`src/assert_macros.svh`:
```
// assertion macros used by the color fader controller
// expects clk_i and rst_ni in the scope of each use
`ifndef ASSERT_MACROS_SVH
`define ASSERT_MACROS_SVH

// property checked on every clock edge outside reset
`define RCF_ASSERT(lbl, prop, msg) \
  lbl: assert property (@(posedge clk_i) disable iff (!rst_ni) (prop)) else $error(msg);

// condition in one cycle implies a condition in the next
`define RCF_ASSERT_NEXT(lbl, ante, cons, msg) \
  lbl: assert property (@(posedge clk_i) disable iff (!rst_ni) (ante) |=> (cons)) \
    else $error(msg);

`endif

```
`src/rcf_pkg.sv`:
```
// shared types and constants of the rgb color fader
// used by every module of the block, no dependencies
package rcf_pkg;

  localparam int unsigned NumKeys     = 6;
  localparam int unsigned KeyW        = 24;
  localparam int unsigned StepW       = 16;
  localparam int unsigned SegW        = 3;
  localparam int unsigned ChanW       = 8;
  localparam int unsigned FracBitsDef = 16;

  // configuration port
  localparam int unsigned CfgIdxW  = 3;
  localparam int unsigned CfgDataW = 24;

  // stream widths
  localparam int unsigned SDataW = 8;
  localparam int unsigned MDataW = 32;

  // register indexes
  localparam logic [CfgIdxW-1:0] RegKey0   = 3'd0;
  localparam logic [CfgIdxW-1:0] RegKey5   = 3'd5;
  localparam logic [CfgIdxW-1:0] RegSteps  = 3'd6;
  localparam logic [CfgIdxW-1:0] RegEnable = 3'd7;

  // last segment index
  localparam logic [SegW-1:0] LastSeg = SegW'(NumKeys - 1);

  typedef logic [NumKeys-1:0][KeyW-1:0] key_arr_t;

  localparam key_arr_t KeyReset = {24'hFF0000, 24'h00FF00, 24'h0000FF,
                                   24'hFF0000, 24'h00FF00, 24'h0000FF};
  localparam logic [StepW-1:0] StepsReset  = 16'd500;
  localparam logic             EnableReset = 1'b1;

  // controller to datapath commands
  typedef struct packed {
    logic accept;     // tick taken with the fade running
    logic load_next;  // read next key, set up dividers
    logic div_step;   // one quotient bit per lane
    logic sign_fix;   // apply sign to quotient, store delta
    logic add;        // accumulate and advance counters
    logic emit;       // load output register
    logic blank;      // emit black, fade disabled
  } rcf_cmd_t;

  // datapath to controller status
  typedef struct packed {
    logic seg_start;  // this tick opens a segment
  } rcf_sts_t;

endpackage

```
`src/rcf_cfg.sv`:
```
// configuration registers of the color fader
// depends on rcf_pkg
module rcf_cfg (
  input  logic                            clk_i,
  input  logic                            rst_ni,
  input  logic                            cfg_valid_i,
  output logic                            cfg_ready_o,
  input  logic [rcf_pkg::CfgIdxW-1:0]     cfg_index_i,
  input  logic [rcf_pkg::CfgDataW-1:0]    cfg_data_i,
  output rcf_pkg::key_arr_t               keys_o,
  output logic [rcf_pkg::StepW-1:0]       steps_o,
  output logic                            enable_o
);

  rcf_pkg::key_arr_t               keys_q;
  logic [rcf_pkg::StepW-1:0]       steps_q;
  logic                            enable_q;

  assign cfg_ready_o = 1'b1;

  // register writes, one beat per cycle
  always_ff @(posedge clk_i or negedge rst_ni) begin
    if (!rst_ni) begin
      keys_q   <= rcf_pkg::KeyReset;
      steps_q  <= rcf_pkg::StepsReset;
      enable_q <= rcf_pkg::EnableReset;
    end else if (cfg_valid_i) begin
      priority if (cfg_index_i == rcf_pkg::RegSteps) begin
        steps_q <= cfg_data_i[rcf_pkg::StepW-1:0];
      end else if (cfg_index_i == rcf_pkg::RegEnable) begin
        enable_q <= cfg_data_i[0];
      end else if (cfg_index_i >= rcf_pkg::RegKey0 && cfg_index_i <= rcf_pkg::RegKey5) begin
        keys_q[cfg_index_i] <= cfg_data_i;
      end
    end
  end

  assign keys_o   = keys_q;
  assign steps_o  = steps_q;
  assign enable_o = enable_q;

endmodule

```
`src/rcf_datapath.sv`:
```
// datapath of the color fader: counters, three accumulator lanes with
// bit-serial delta dividers, clamp and output register; depends on rcf_pkg
module rcf_datapath #(
  parameter int unsigned FracBits = rcf_pkg::FracBitsDef
) (
  input  logic                           clk_i,
  input  logic                           rst_ni,
  input  rcf_pkg::rcf_cmd_t              cmd_i,
  output rcf_pkg::rcf_sts_t              sts_o,
  input  logic                           restart_i,
  input  rcf_pkg::key_arr_t              keys_i,
  input  logic [rcf_pkg::StepW-1:0]      steps_i,
  output logic [rcf_pkg::ChanW-1:0]      red_o,
  output logic [rcf_pkg::ChanW-1:0]      green_o,
  output logic [rcf_pkg::ChanW-1:0]      blue_o,
  output logic [rcf_pkg::SegW-1:0]       segment_o,
  output logic                           cycle_end_o
);

  localparam int unsigned ChanW  = rcf_pkg::ChanW;
  localparam int unsigned StepW  = rcf_pkg::StepW;
  localparam int unsigned SegW   = rcf_pkg::SegW;
  localparam int unsigned QuoW   = FracBits + ChanW;
  localparam int unsigned DeltaW = QuoW + 1;
  // room for a full segment of 65535 ticks overshooting past the target
  localparam int unsigned AccW   = FracBits + ChanW + StepW + 2;

  logic [SegW-1:0]          seg_q;
  logic [StepW-1:0]         step_q;
  logic [SegW-1:0]          res_seg_q;
  logic                     res_end_q;
  logic [SegW-1:0]          seg_out_q;
  logic                     end_out_q;
  logic [2:0][ChanW-1:0]    pix_q;
  logic [2:0][ChanW-1:0]    pix_clamp;
  logic [StepW-1:0]         steps_eff;
  logic [SegW-1:0]          seg_eff;
  logic [SegW-1:0]          seg_nxt;
  logic [SegW-1:0]          rd_idx;
  logic [rcf_pkg::KeyW-1:0] key_rd;
  logic                     last;

  // a step count of zero acts as one
  assign steps_eff = (steps_i == '0) ? StepW'(1) : steps_i;

  assign seg_eff = restart_i ? '0 : seg_q;
  assign seg_nxt = (seg_q == rcf_pkg::LastSeg) ? '0 : seg_q + SegW'(1);

  // single key read port: current key at accept, next key after
  assign rd_idx = cmd_i.load_next ? seg_nxt : seg_eff;
  assign key_rd = keys_i[rd_idx];

  assign sts_o.seg_start = restart_i || (step_q == '0);

  assign last = ({1'b0, step_q} + (StepW+1)'(1)) >= {1'b0, steps_eff};

  // segment and tick counters
  always_ff @(posedge clk_i or negedge rst_ni) begin
    if (!rst_ni) begin
      seg_q  <= '0;
      step_q <= '0;
    end else if (cmd_i.accept && restart_i) begin
      seg_q  <= '0;
      step_q <= '0;
    end else if (cmd_i.add) begin
      if (last) begin
        step_q <= '0;
        seg_q  <= seg_nxt;
      end else begin
        step_q <= step_q + StepW'(1);
      end
    end
  end

  // per-tick side results held until the output register frees up
  always_ff @(posedge clk_i) begin
    if (cmd_i.add) begin
      res_seg_q <= seg_q;
      res_end_q <= last && (seg_q == rcf_pkg::LastSeg);
    end
  end

  // red, green, blue lanes
  for (genvar c = 0; c < 3; c++) begin : g_lane
    logic [ChanW-1:0]         chan;
    logic [ChanW-1:0]         cur;
    logic signed [ChanW:0]    diff;
    logic signed [ChanW:0]    diff_neg;
    logic [ChanW-1:0]         mag;
    logic signed [AccW-1:0]   acc_q;
    logic signed [DeltaW-1:0] delta_q;
    logic signed [DeltaW-1:0] quo_ext;
    logic [StepW-1:0]         rem_q;
    logic [QuoW-1:0]          quo_q;
    logic                     neg_q;
    logic [StepW:0]           trial;
    logic [StepW:0]           dvsr;
    logic                     ge;
    logic [StepW-1:0]         rem_d;
    logic [ChanW-1:0]         clamp;

    assign chan = key_rd[(2-c)*ChanW +: ChanW];
    assign cur  = acc_q[FracBits +: ChanW];

    // color difference, magnitude goes to the divider
    assign diff     = $signed({1'b0, chan}) - $signed({1'b0, cur});
    assign diff_neg = -diff;
    assign mag      = diff[ChanW] ? diff_neg[ChanW-1:0] : diff[ChanW-1:0];

    // restoring division, one quotient bit per cycle
    assign trial = {rem_q, quo_q[QuoW-1]};
    assign dvsr  = {1'b0, steps_eff};
    assign ge    = trial >= dvsr;
    assign rem_d = ge ? StepW'(trial - dvsr) : trial[StepW-1:0];

    assign quo_ext = $signed({1'b0, quo_q});

    always_ff @(posedge clk_i) begin
      if (cmd_i.accept && sts_o.seg_start) begin
        acc_q <= AccW'({chan, {FracBits{1'b0}}});
      end else if (cmd_i.add) begin
        acc_q <= acc_q + AccW'(delta_q);
      end
      if (cmd_i.load_next) begin
        neg_q <= diff[ChanW];
        quo_q <= {mag, {FracBits{1'b0}}};
        rem_q <= '0;
      end else if (cmd_i.div_step) begin
        rem_q <= rem_d;
        quo_q <= {quo_q[QuoW-2:0], ge};
      end
      if (cmd_i.sign_fix) begin
        delta_q <= neg_q ? -quo_ext : quo_ext;
      end
    end

    // integer part clamped to the channel range
    always_comb begin
      if (acc_q[AccW-1]) begin
        clamp = '0;
      end else if (|acc_q[AccW-2:FracBits+ChanW]) begin
        clamp = '1;
      end else begin
        clamp = acc_q[FracBits +: ChanW];
      end
    end

    assign pix_clamp[c] = clamp;
  end

  // output register
  always_ff @(posedge clk_i) begin
    if (cmd_i.emit) begin
      pix_q     <= cmd_i.blank ? '0 : pix_clamp;
      seg_out_q <= cmd_i.blank ? seg_q : res_seg_q;
      end_out_q <= !cmd_i.blank && res_end_q;
    end
  end

  assign red_o       = pix_q[0];
  assign green_o     = pix_q[1];
  assign blue_o      = pix_q[2];
  assign segment_o   = seg_out_q;
  assign cycle_end_o = end_out_q;

endmodule

```
`src/rcf_ctrl.sv`:
```
// controller of the color fader: sequences accept, divide, accumulate
// and output; depends on rcf_pkg and assert_macros.svh
`include "assert_macros.svh"

module rcf_ctrl #(
  parameter int unsigned FracBits = rcf_pkg::FracBitsDef
) (
  input  logic              clk_i,
  input  logic              rst_ni,
  input  logic              in_valid_i,
  output logic              in_ready_o,
  output logic              out_valid_o,
  input  logic              out_ready_i,
  input  logic              enable_i,
  input  rcf_pkg::rcf_sts_t sts_i,
  output rcf_pkg::rcf_cmd_t cmd_o
);

  localparam int unsigned QuoW = FracBits + rcf_pkg::ChanW;
  localparam int unsigned CntW = $clog2(QuoW);

  localparam logic [2:0] StIdle  = 3'd0;
  localparam logic [2:0] StLoadN = 3'd1;
  localparam logic [2:0] StDiv   = 3'd2;
  localparam logic [2:0] StSign  = 3'd3;
  localparam logic [2:0] StAdd   = 3'd4;
  localparam logic [2:0] StEmit  = 3'd5;

  logic [2:0]      state_q, state_d;
  logic [CntW-1:0] cnt_q, cnt_d;
  logic            blank_q, blank_d;
  logic            m_valid_q, m_valid_d;
  logic            in_fire;
  logic            out_free;

  assign in_ready_o = (state_q == StIdle);
  assign in_fire    = in_valid_i && in_ready_o;
  assign out_free   = !m_valid_q || out_ready_i;

  // next state and commands
  always_comb begin
    state_d = state_q;
    cnt_d   = cnt_q;
    blank_d = blank_q;
    cmd_o   = '0;
    unique case (state_q)
      StIdle: begin
        if (in_fire) begin
          if (!enable_i) begin
            blank_d = 1'b1;
            state_d = StEmit;
          end else begin
            blank_d      = 1'b0;
            cmd_o.accept = 1'b1;
            state_d      = sts_i.seg_start ? StLoadN : StAdd;
          end
        end
      end
      StLoadN: begin
        cmd_o.load_next = 1'b1;
        cnt_d           = CntW'(QuoW - 1);
        state_d         = StDiv;
      end
      StDiv: begin
        cmd_o.div_step = 1'b1;
        cnt_d          = cnt_q - CntW'(1);
        if (cnt_q == '0) begin
          state_d = StSign;
        end
      end
      StSign: begin
        cmd_o.sign_fix = 1'b1;
        state_d        = StAdd;
      end
      StAdd: begin
        cmd_o.add = 1'b1;
        state_d   = StEmit;
      end
      StEmit: begin
        if (out_free) begin
          cmd_o.emit  = 1'b1;
          cmd_o.blank = blank_q;
          state_d     = StIdle;
        end
      end
      default: begin
        state_d = StIdle;
      end
    endcase
  end

  // output beat valid
  always_comb begin
    m_valid_d = m_valid_q;
    if (cmd_o.emit) begin
      m_valid_d = 1'b1;
    end else if (out_ready_i) begin
      m_valid_d = 1'b0;
    end
  end

  always_ff @(posedge clk_i or negedge rst_ni) begin
    if (!rst_ni) begin
      state_q   <= StIdle;
      cnt_q     <= '0;
      blank_q   <= 1'b0;
      m_valid_q <= 1'b0;
    end else begin
      state_q   <= state_d;
      cnt_q     <= cnt_d;
      blank_q   <= blank_d;
      m_valid_q <= m_valid_d;
    end
  end

  assign out_valid_o = m_valid_q;

  `RCF_ASSERT(a_cmd_onehot, $onehot0({cmd_o.accept, cmd_o.load_next, cmd_o.div_step, cmd_o.sign_fix, cmd_o.add, cmd_o.emit}), "more than one datapath command")
  `RCF_ASSERT_NEXT(a_fire_leaves_idle, in_fire, state_q != StIdle, "accepted beat did not start work")
  `RCF_ASSERT_NEXT(a_div_ends, state_q == StDiv && cnt_q == '0, state_q == StSign, "divider did not finish")
  `RCF_ASSERT_NEXT(a_emit_waits, state_q == StEmit && !out_free, state_q == StEmit && m_valid_q, "result dropped while output full")

endmodule

```
`src/rgb_color_flow_fader.sv`:
```
// Cyclic RGB color fader through six key colors.
//
// Input stream: one beat per tick, tdata bit 0 is restart (back to segment 0).
// Output stream: one beat per tick with the current red, green and blue,
// the segment index, and tlast set on the last tick of the last segment.
// Configuration channel: index 0..5 key colors 0xRRGGBB, 6 ticks per
// segment, 7 fade enable; the user writes it only while no tick is in flight, the block does not enforce this.
// Flow: a tick inside a segment passes from accept through the add and emit
// states to the output register; a tick that opens a segment first loads the
// next key and runs the bit-serial delta divider, one quotient bit a cycle,
// three channels in parallel, then the sign fix. Ticks are handled one at a time.
// With the fade disabled an accepted tick goes straight to the emit state as a black beat.
// Reset loads the default key colors, 500 ticks per segment, enable on,
// and starts at segment 0. The output register holds a stalled beat; one
// new tick may be accepted and worked on meanwhile, and then waits until
// the receiver takes the held beat.
// Depends on rcf_pkg, rcf_cfg, rcf_ctrl and rcf_datapath.
module rgb_color_flow_fader #(
  parameter int unsigned FracBits = rcf_pkg::FracBitsDef
) (
  input  logic                          clk_i,
  input  logic                          rst_ni,
  // input stream
  input  logic                          s_axis_tvalid,
  output logic                          s_axis_tready,
  input  logic [rcf_pkg::SDataW-1:0]    s_axis_tdata,  // [0] restart, [7:1] zero
  // output stream
  output logic                          m_axis_tvalid,
  input  logic                          m_axis_tready,
  output logic [rcf_pkg::MDataW-1:0]    m_axis_tdata,  // [7:0] red, [15:8] green,
                                                       // [23:16] blue, [26:24] segment,
                                                       // [31:27] zero
  output logic                          m_axis_tlast,  // cycle end
  // configuration writes
  input  logic                          cfg_valid_i,
  output logic                          cfg_ready_o,
  input  logic [rcf_pkg::CfgIdxW-1:0]   cfg_index_i,
  input  logic [rcf_pkg::CfgDataW-1:0]  cfg_data_i
);

  rcf_pkg::key_arr_t               keys;
  logic [rcf_pkg::StepW-1:0]       steps;
  logic                            enable;
  rcf_pkg::rcf_cmd_t               cmd;
  rcf_pkg::rcf_sts_t               sts;
  logic [rcf_pkg::ChanW-1:0]       red;
  logic [rcf_pkg::ChanW-1:0]       green;
  logic [rcf_pkg::ChanW-1:0]       blue;
  logic [rcf_pkg::SegW-1:0]        segment;

  rcf_cfg u_cfg (
    .clk_i       (clk_i),
    .rst_ni      (rst_ni),
    .cfg_valid_i (cfg_valid_i),
    .cfg_ready_o (cfg_ready_o),
    .cfg_index_i (cfg_index_i),
    .cfg_data_i  (cfg_data_i),
    .keys_o      (keys),
    .steps_o     (steps),
    .enable_o    (enable)
  );

  rcf_ctrl #(
    .FracBits (FracBits)
  ) u_ctrl (
    .clk_i       (clk_i),
    .rst_ni      (rst_ni),
    .in_valid_i  (s_axis_tvalid),
    .in_ready_o  (s_axis_tready),
    .out_valid_o (m_axis_tvalid),
    .out_ready_i (m_axis_tready),
    .enable_i    (enable),
    .sts_i       (sts),
    .cmd_o       (cmd)
  );

  rcf_datapath #(
    .FracBits (FracBits)
  ) u_datapath (
    .clk_i       (clk_i),
    .rst_ni      (rst_ni),
    .cmd_i       (cmd),
    .sts_o       (sts),
    .restart_i   (s_axis_tdata[0]),
    .keys_i      (keys),
    .steps_i     (steps),
    .red_o       (red),
    .green_o     (green),
    .blue_o      (blue),
    .segment_o   (segment),
    .cycle_end_o (m_axis_tlast)
  );

  // pack the output beat
  assign m_axis_tdata = {5'b0, segment, blue, green, red};

endmodule
```
`config.mk`:
```
export PLATFORM = sky130hd
export DESIGN_NAME = rgb_color_flow_fader
export DESIGN_NICKNAME = d
export VERILOG_FILES = /design/src/rcf_pkg.sv /design/src/rcf_cfg.sv /design/src/rcf_datapath.sv /design/src/rcf_ctrl.sv /design/src/rgb_color_flow_fader.sv
export VERILOG_INCLUDE_DIRS = /design/src /design/src/src
export SDC_FILE = /design/constraint.sdc
export NUM_CORES = 1
export LEC_CHECK = 0
export BUFFER_PORTS_ARGS = -buffer_cell sky130_fd_sc_hd__buf_2
export CAP_MARGIN = 0
export CORE_UTILIZATION = 50
export DETAILED_ROUTE_END_ITERATION = 16
export GPL_TIMING_DRIVEN = 0
export PLACE_DENSITY = 0.66
export REMOVE_ABC_BUFFERS = 1
export SLEW_MARGIN = 30
export SYNTH_ARGS = -nofsm -noshare
export SYNTH_HDL_FRONTEND = slang
export SYNTH_SLANG_ARGS = --single-unit
```
`constraint.sdc`:
```
create_clock -name clk_i -period 6.3 [get_ports clk_i]
set_clock_uncertainty 0.2 [all_clocks]
set_input_delay 0.945 -clock clk_i [delete_from_list [all_inputs] [get_ports clk_i]]
set_output_delay 0.945 -clock clk_i [all_outputs]
set_load 0.005 [all_outputs]
```
==> flow_results.xml <==
<?xml version="1.0" encoding="UTF-8"?>
<metrics>
  <group name="critical_path">
    <metric name="path_class" unit="">flip-flop to flip-flop</metric>
    <metric name="critical_path.cell_chain" unit="">nor2_1 -&gt; nand2_4 -&gt; buf_16 -&gt; inv_2 -&gt; buf_12 -&gt; nor2_1 -&gt; or2_2 -&gt; a21oi_4 -&gt; buf_8 -&gt; buf_16 -&gt; nand2_4 -&gt; o22ai_2 -&gt; ha_1 -&gt; nor2b_1 -&gt; o21ai_0 -&gt; nand2b_1 -&gt; a21o_1 -&gt; a21oi_1 -&gt; xnor2_1 -&gt; o41ai_1 -&gt; xor2_1 -&gt; o21ai_0</metric>
    <metric name="timing.critical_path.from_type" unit="">flip-flop</metric>
    <metric name="timing.critical_path.arrival" unit="ns">6.12</metric>
    <metric name="crit_buf_inv" unit="">5</metric>
    <metric name="cp.depth" unit="">22</metric>
    <metric name="timing.critical_path.fanout_max" unit="">61</metric>
    <metric name="crit_path_end" unit="">u_datapath.g_lane[1].quo_q[22]</metric>
    <metric name="reg2reg_to" unit="">u_datapath.g_lane[1].quo_q[22]</metric>
    <metric name="required_arrival_time_at_the_worst_endpoint" unit="ns">6.49</metric>
    <metric name="critPathLaunch" unit="">u_ctrl.state_q[1]</metric>
    <metric name="r2r_slack" unit="ns">0.37</metric>
    <metric name="rr_worst_depth" unit="">22</metric>
    <metric name="worst_path_dominant_cell_family" unit="">compound AO/OA/AOI/OAI gates</metric>
    <metric name="critical_path.max_stage_delay" unit="ns">0.48</metric>
    <metric name="regToRegStartpoint" unit="">u_ctrl.state_q[1]</metric>
    <metric name="crit_path_end_kind" unit="">flip-flop</metric>
    <metric name="slowest_stage" unit="">o41ai_1</metric>
  </group>
  <group name="timing">
    <metric name="highest_attainable_clock_frequency" unit="GHz">0.169</metric>
    <metric name="setup_viol" unit="">0</metric>
    <metric name="report.final.slew_viol_count" unit="">0</metric>
    <metric name="rsz_0062_raised_after_global_routing" unit="">false</metric>
    <metric name="timing.max_slew.rel_slack" unit="%">35.0</metric>
    <metric name="timing.final.crit_share" unit="%">94.1</metric>
    <metric name="worst_hold_slack" unit="ns">0.262</metric>
    <metric name="timing.final.hold_violations" unit="">0</metric>
    <metric name="post-route-min-period" unit="ns">5.93</metric>
    <metric name="finalSetupTns" unit="ns">0</metric>
    <metric name="timing_worst_slew_pin_value" unit="ns">0.974</metric>
  </group>
  <group name="finish">
    <metric name="nNetsFinal" unit="">3717</metric>
    <metric name="drive_above_1_share" unit="%">14.2</metric>
    <metric name="layout.cells.non_filler" unit="">4355</metric>
    <metric name="area_growth_from_synthesis_to_layout" unit="%">11.4</metric>
    <metric name="fill_cells" unit="">5542</metric>
    <metric name="final_design_area_no_fill" unit="mm^2">0.0363</metric>
  </group>
  <group name="detailed_routing">
    <metric name="vias_per_inst" unit="">5.89</metric>
    <metric name="vias" unit="">25700</metric>
    <metric name="drt-initial-drc-count" unit="">1615</metric>
    <metric name="detail_route.wl_per_cell" unit="um">18.1</metric>
    <metric name="dr.pass1.iters" unit="">5</metric>
    <metric name="ant_nets" unit="">0</metric>
    <metric name="total_routed_length" unit="um">79000</metric>
    <metric name="drcViolationCount" unit="">0</metric>
  </group>
  <group name="grt">
    <metric name="grt_use_total" unit="%">23.7</metric>
    <metric name="grt_pass1_vias" unit="">25200</metric>
    <metric name="largest_net_degree_at_the_start_of_global_routing" unit="">91</metric>
    <metric name="grt_overflow_total" unit="">0</metric>
    <metric name="grt_pass1_wl" unit="um">129000</metric>
    <metric name="initial_antenna_violation_count" unit="">3</metric>
  </group>
  <group name="placement">
    <metric name="place_hpwl" unit="um">56100</metric>
    <metric name="dpl.cell_count" unit="">4239</metric>
    <metric name="placed_area" unit="mm^2">0.0342</metric>
    <metric name="gp_congestion" unit="">0.906</metric>
    <metric name="portBuffers" unit="">62</metric>
  </group>
  <group name="clocking">
    <metric name="clock_tree_from_tritoncts" unit="">done</metric>
    <metric name="path_clk_slew" unit="ns">0.06</metric>
    <metric name="ctsLongestPathBuffers" unit="">3</metric>
    <metric name="clockRootBuffer" unit="">clkbuf_16</metric>
    <metric name="post-cts-setup-buffer-count" unit="">0</metric>
    <metric name="cts_max_level" unit="">2</metric>
    <metric name="clk_latency" unit="ns">0.66</metric>
    <metric name="cts_made_buffers" unit="">60</metric>
    <metric name="cts_num_sinks" unit="">546</metric>
  </group>
  <group name="logic_synthesis">
    <metric name="postSynth.asyncResetShare" unit="%">34.8</metric>
    <metric name="yosys_most_used_dff" unit="">dfxtp_1</metric>
    <metric name="yosys_register_bits" unit="">546</metric>
    <metric name="yosysWarnings" unit="">0</metric>
    <metric name="yosys.cell_types.count" unit="">96</metric>
    <metric name="synth_seq_area_share" unit="%">41.5</metric>
    <metric name="synth-edff-count" unit="">158</metric>
    <metric name="synthesis.area" unit="mm^2">0.0326</metric>
    <metric name="synthesis.instances" unit="">3435</metric>
    <metric name="synth.avg_cell_area" unit="um^2">9.49</metric>
  </group>
  <group name="status">
    <metric name="outcome" unit="">finished clean</metric>
  </group>
  <group name="floorplan">
    <metric name="dieWidth" unit="um">257</metric>
    <metric name="boundaryPins" unit="">76</metric>
    <metric name="floorplan.initialDensity" unit="%">50.6</metric>
    <metric name="die_h" unit="um">257</metric>
    <metric name="placement_rows" unit="">93</metric>
    <metric name="core-area" unit="mm^2">0.0645</metric>
    <metric name="design.die.area" unit="mm^2">0.0663</metric>
  </group>
  <group name="flow_run">
    <metric name="maxCapViolCount" unit="">0</metric>
  </group>
  <group name="pwr">
    <metric name="pwr_dens" unit="mW/mm^2">592</metric>
    <metric name="static-leakage-power" unit="nW">15.4</metric>
    <metric name="vdd_drop_max" unit="uV">331</metric>
  </group>
  <group name="worst_hold_path">
    <metric name="min_path_type" unit="">flip-flop to flip-flop</metric>
  </group>
</metrics>
per-layer routing:
metal / vias to the layer above / wire length, um / track usage, %
met1: 12500 / 36100 / 31.6
met4: 4 / 1940 / 7.33
met2: 522 / 37200 / 39.8
met3: 144 / 3720 / 3.07
li1: 12500 / - / -
met5: - / 20 / 0
worst min path at each step:
stage	slack [ns]	end	startpoint	cells after the start
finish	0.26	u_datapath.g_lane[2].acc_q[4]	u_datapath.g_lane[2].acc_q[4]	2
global route	0.26	u_datapath.g_lane[2].delta_q[0]	u_datapath.g_lane[2].quo_q[0]	0
CTS	0.26	u_datapath.g_lane[2].delta_q[0]	u_datapath.g_lane[2].quo_q[0]	0
detailed placement	0.24	u_datapath.g_lane[1].delta_q[0]	u_datapath.g_lane[1].quo_q[0]	0
global placement	0.24	u_datapath.g_lane[0].acc_q[15]	u_datapath.g_lane[0].acc_q[15]	2
floorplan	0.23	u_datapath.g_lane[0].acc_q[15]	u_datapath.g_lane[0].acc_q[15]	2
state kept, by name (all words and copies together), names as in the netlist, 3 cells and up:
name / count
u_ctrl.state_q: 3
u_cfg.keys_o: 144
u_datapath.red_o: 8
u_datapath.g_lane.acc_q: 126
u_datapath.res_seg_q: 3
u_datapath.g_lane.delta_q: 75
u_ctrl.cnt_q: 5
u_datapath.g_lane.quo_q: 72
u_datapath.step_q: 16
u_cfg.steps_o: 16
u_datapath.blue_o: 8
u_datapath.g_lane.rem_q: 48
u_datapath.segment_o: 3
u_datapath.green_o: 8
u_datapath.seg_q: 3
u_datapath.g_lane.neg_q: 3
cells in the mapped netlist, types with 8 or more instances:
cell	instances	area, um^2
a211oi_1	11	82.6
a21o_1	103	773
a21oi_1	230	1150
a22o_1	21	184
a31oi_1	20	125
a32o_1	18	180
and2_1	8	50.1
and3_1	23	144
buf_1	16	60.1
buf_2	12	60.1
clkbuf_1	127	477
dfrtp_1	135	3380
dfstp_2	55	1450
dfxtp_1	198	3960
edfxtp_1	158	4740
fa_1	9	180
ha_1	221	2770
inv_1	105	394
mux2_2	161	1810
mux2i_1	39	390
nand2_1	435	1630
nand2b_1	42	263
nand3_1	118	591
nand4_1	31	194
nor2_1	130	488
nor2b_1	42	263
nor3_1	27	135
nor3b_1	11	82.6
nor4_1	22	138
o211ai_1	12	90.1
o21a_1	43	323
o21ai_0	301	1510
o21ai_1	21	105
o21bai_1	22	165
o22ai_1	29	181
o31a_1	10	87.6
o31ai_1	26	195
o41ai_1	12	105
or2_2	15	93.8
or3_1	27	169
or4_1	14	105
xnor2_1	154	1350
xor2_1	102	893
metrics by stage:
step / utilization, % / power, mW / worst slack (ns)
2_1_floorplan: - / 14.7 / -2.20
3_3_place_gp: 51.8 / 17.2 / -6.61
3_5_place_dp: 53.1 / 17.8 / -0.271
4_1_cts: 56.3 / 21.5 / 0.00233
5_1_grt: 56.3 / 23.2 / 0.0178
6_report: 56.4 / 21.5 / 0.374
power by group:
group          internal, mW  switching [mW]
clock network          2.04            1.54
logic                  5.04            6.94
registers              5.07           0.884
what timing repair did:
action | in CTS | in global routing
resized for setup | 9 | 3
endpoints found under the setup margin | 19 | 21
endpoints found under the hold margin | 10 | 0
hold buffers | 1 | 0
worst reg2reg max path: stages (launching register included):
cell,delay (ns)
dfrtp_1,0.47
nor2_1,0.22
nand2_4,0.08
buf_16,0.21
inv_2,0.24
buf_12,0.25
nor2_1,0.15
or2_2,0.34
a21oi_4,0.35
buf_8,0.25
buf_16,0.18
nand2_4,0.25
o22ai_2,0.40
ha_1,0.31
nor2b_1,0.12
o21ai_0,0.15
nand2b_1,0.10
a21o_1,0.19
a21oi_1,0.26
xnor2_1,0.18
o41ai_1,0.48
xor2_1,0.20
o21ai_0,0.09
placed cells by master, fill, tap and decap left out, types with 42 or more instances in the layout:
cell type	n
nor2_1	125
inv_1	102
a21oi_1	224
xnor2_1	154
xor2_1	102
buf_2	61
dfrtp_1	135
nand3_1	118
o21a_1	42
ha_1	221
nand2_1	432
nor2b_1	42
dfstp_2	55
o21ai_0	301
clkbuf_16	63
nand2b_1	42
mux2_2	161
a21o_1	102
dfxtp_1	198
edfxtp_1	158
cell families after synthesis:
family	count (synthesis)	synth area share, %
and+or+nand+nor	976	14.2
other	2	0.0230
AOI/OAI and AO/OA	957	18.5
adders and majority gates	230	9.03
muxes	200	6.76
DFF	546	41.5
buffers and inverters	268	3.20
xor gates and xnor gates	256	6.87
area by class of cell:
| cell class | count | area [um^2] | share of cell area [%] |
|---|---|---|---|
| clock buffer | 82 | 1710 | 4.70 |
| clock inverter | 31 | 309 | 0.851 |
| antenna | 2 | 5.00 | 0.0138 |
| tap | 855 | 1070 | 2.94 |
| inverter | 106 | 399 | 1.10 |
| sequential | 546 | 13500 | 37.2 |
| multi-input combinational | 2625 | 18200 | 50.2 |
| timing repair buffer | 108 | 1060 | 2.92 |
Power figures use the tool's default switching activity.
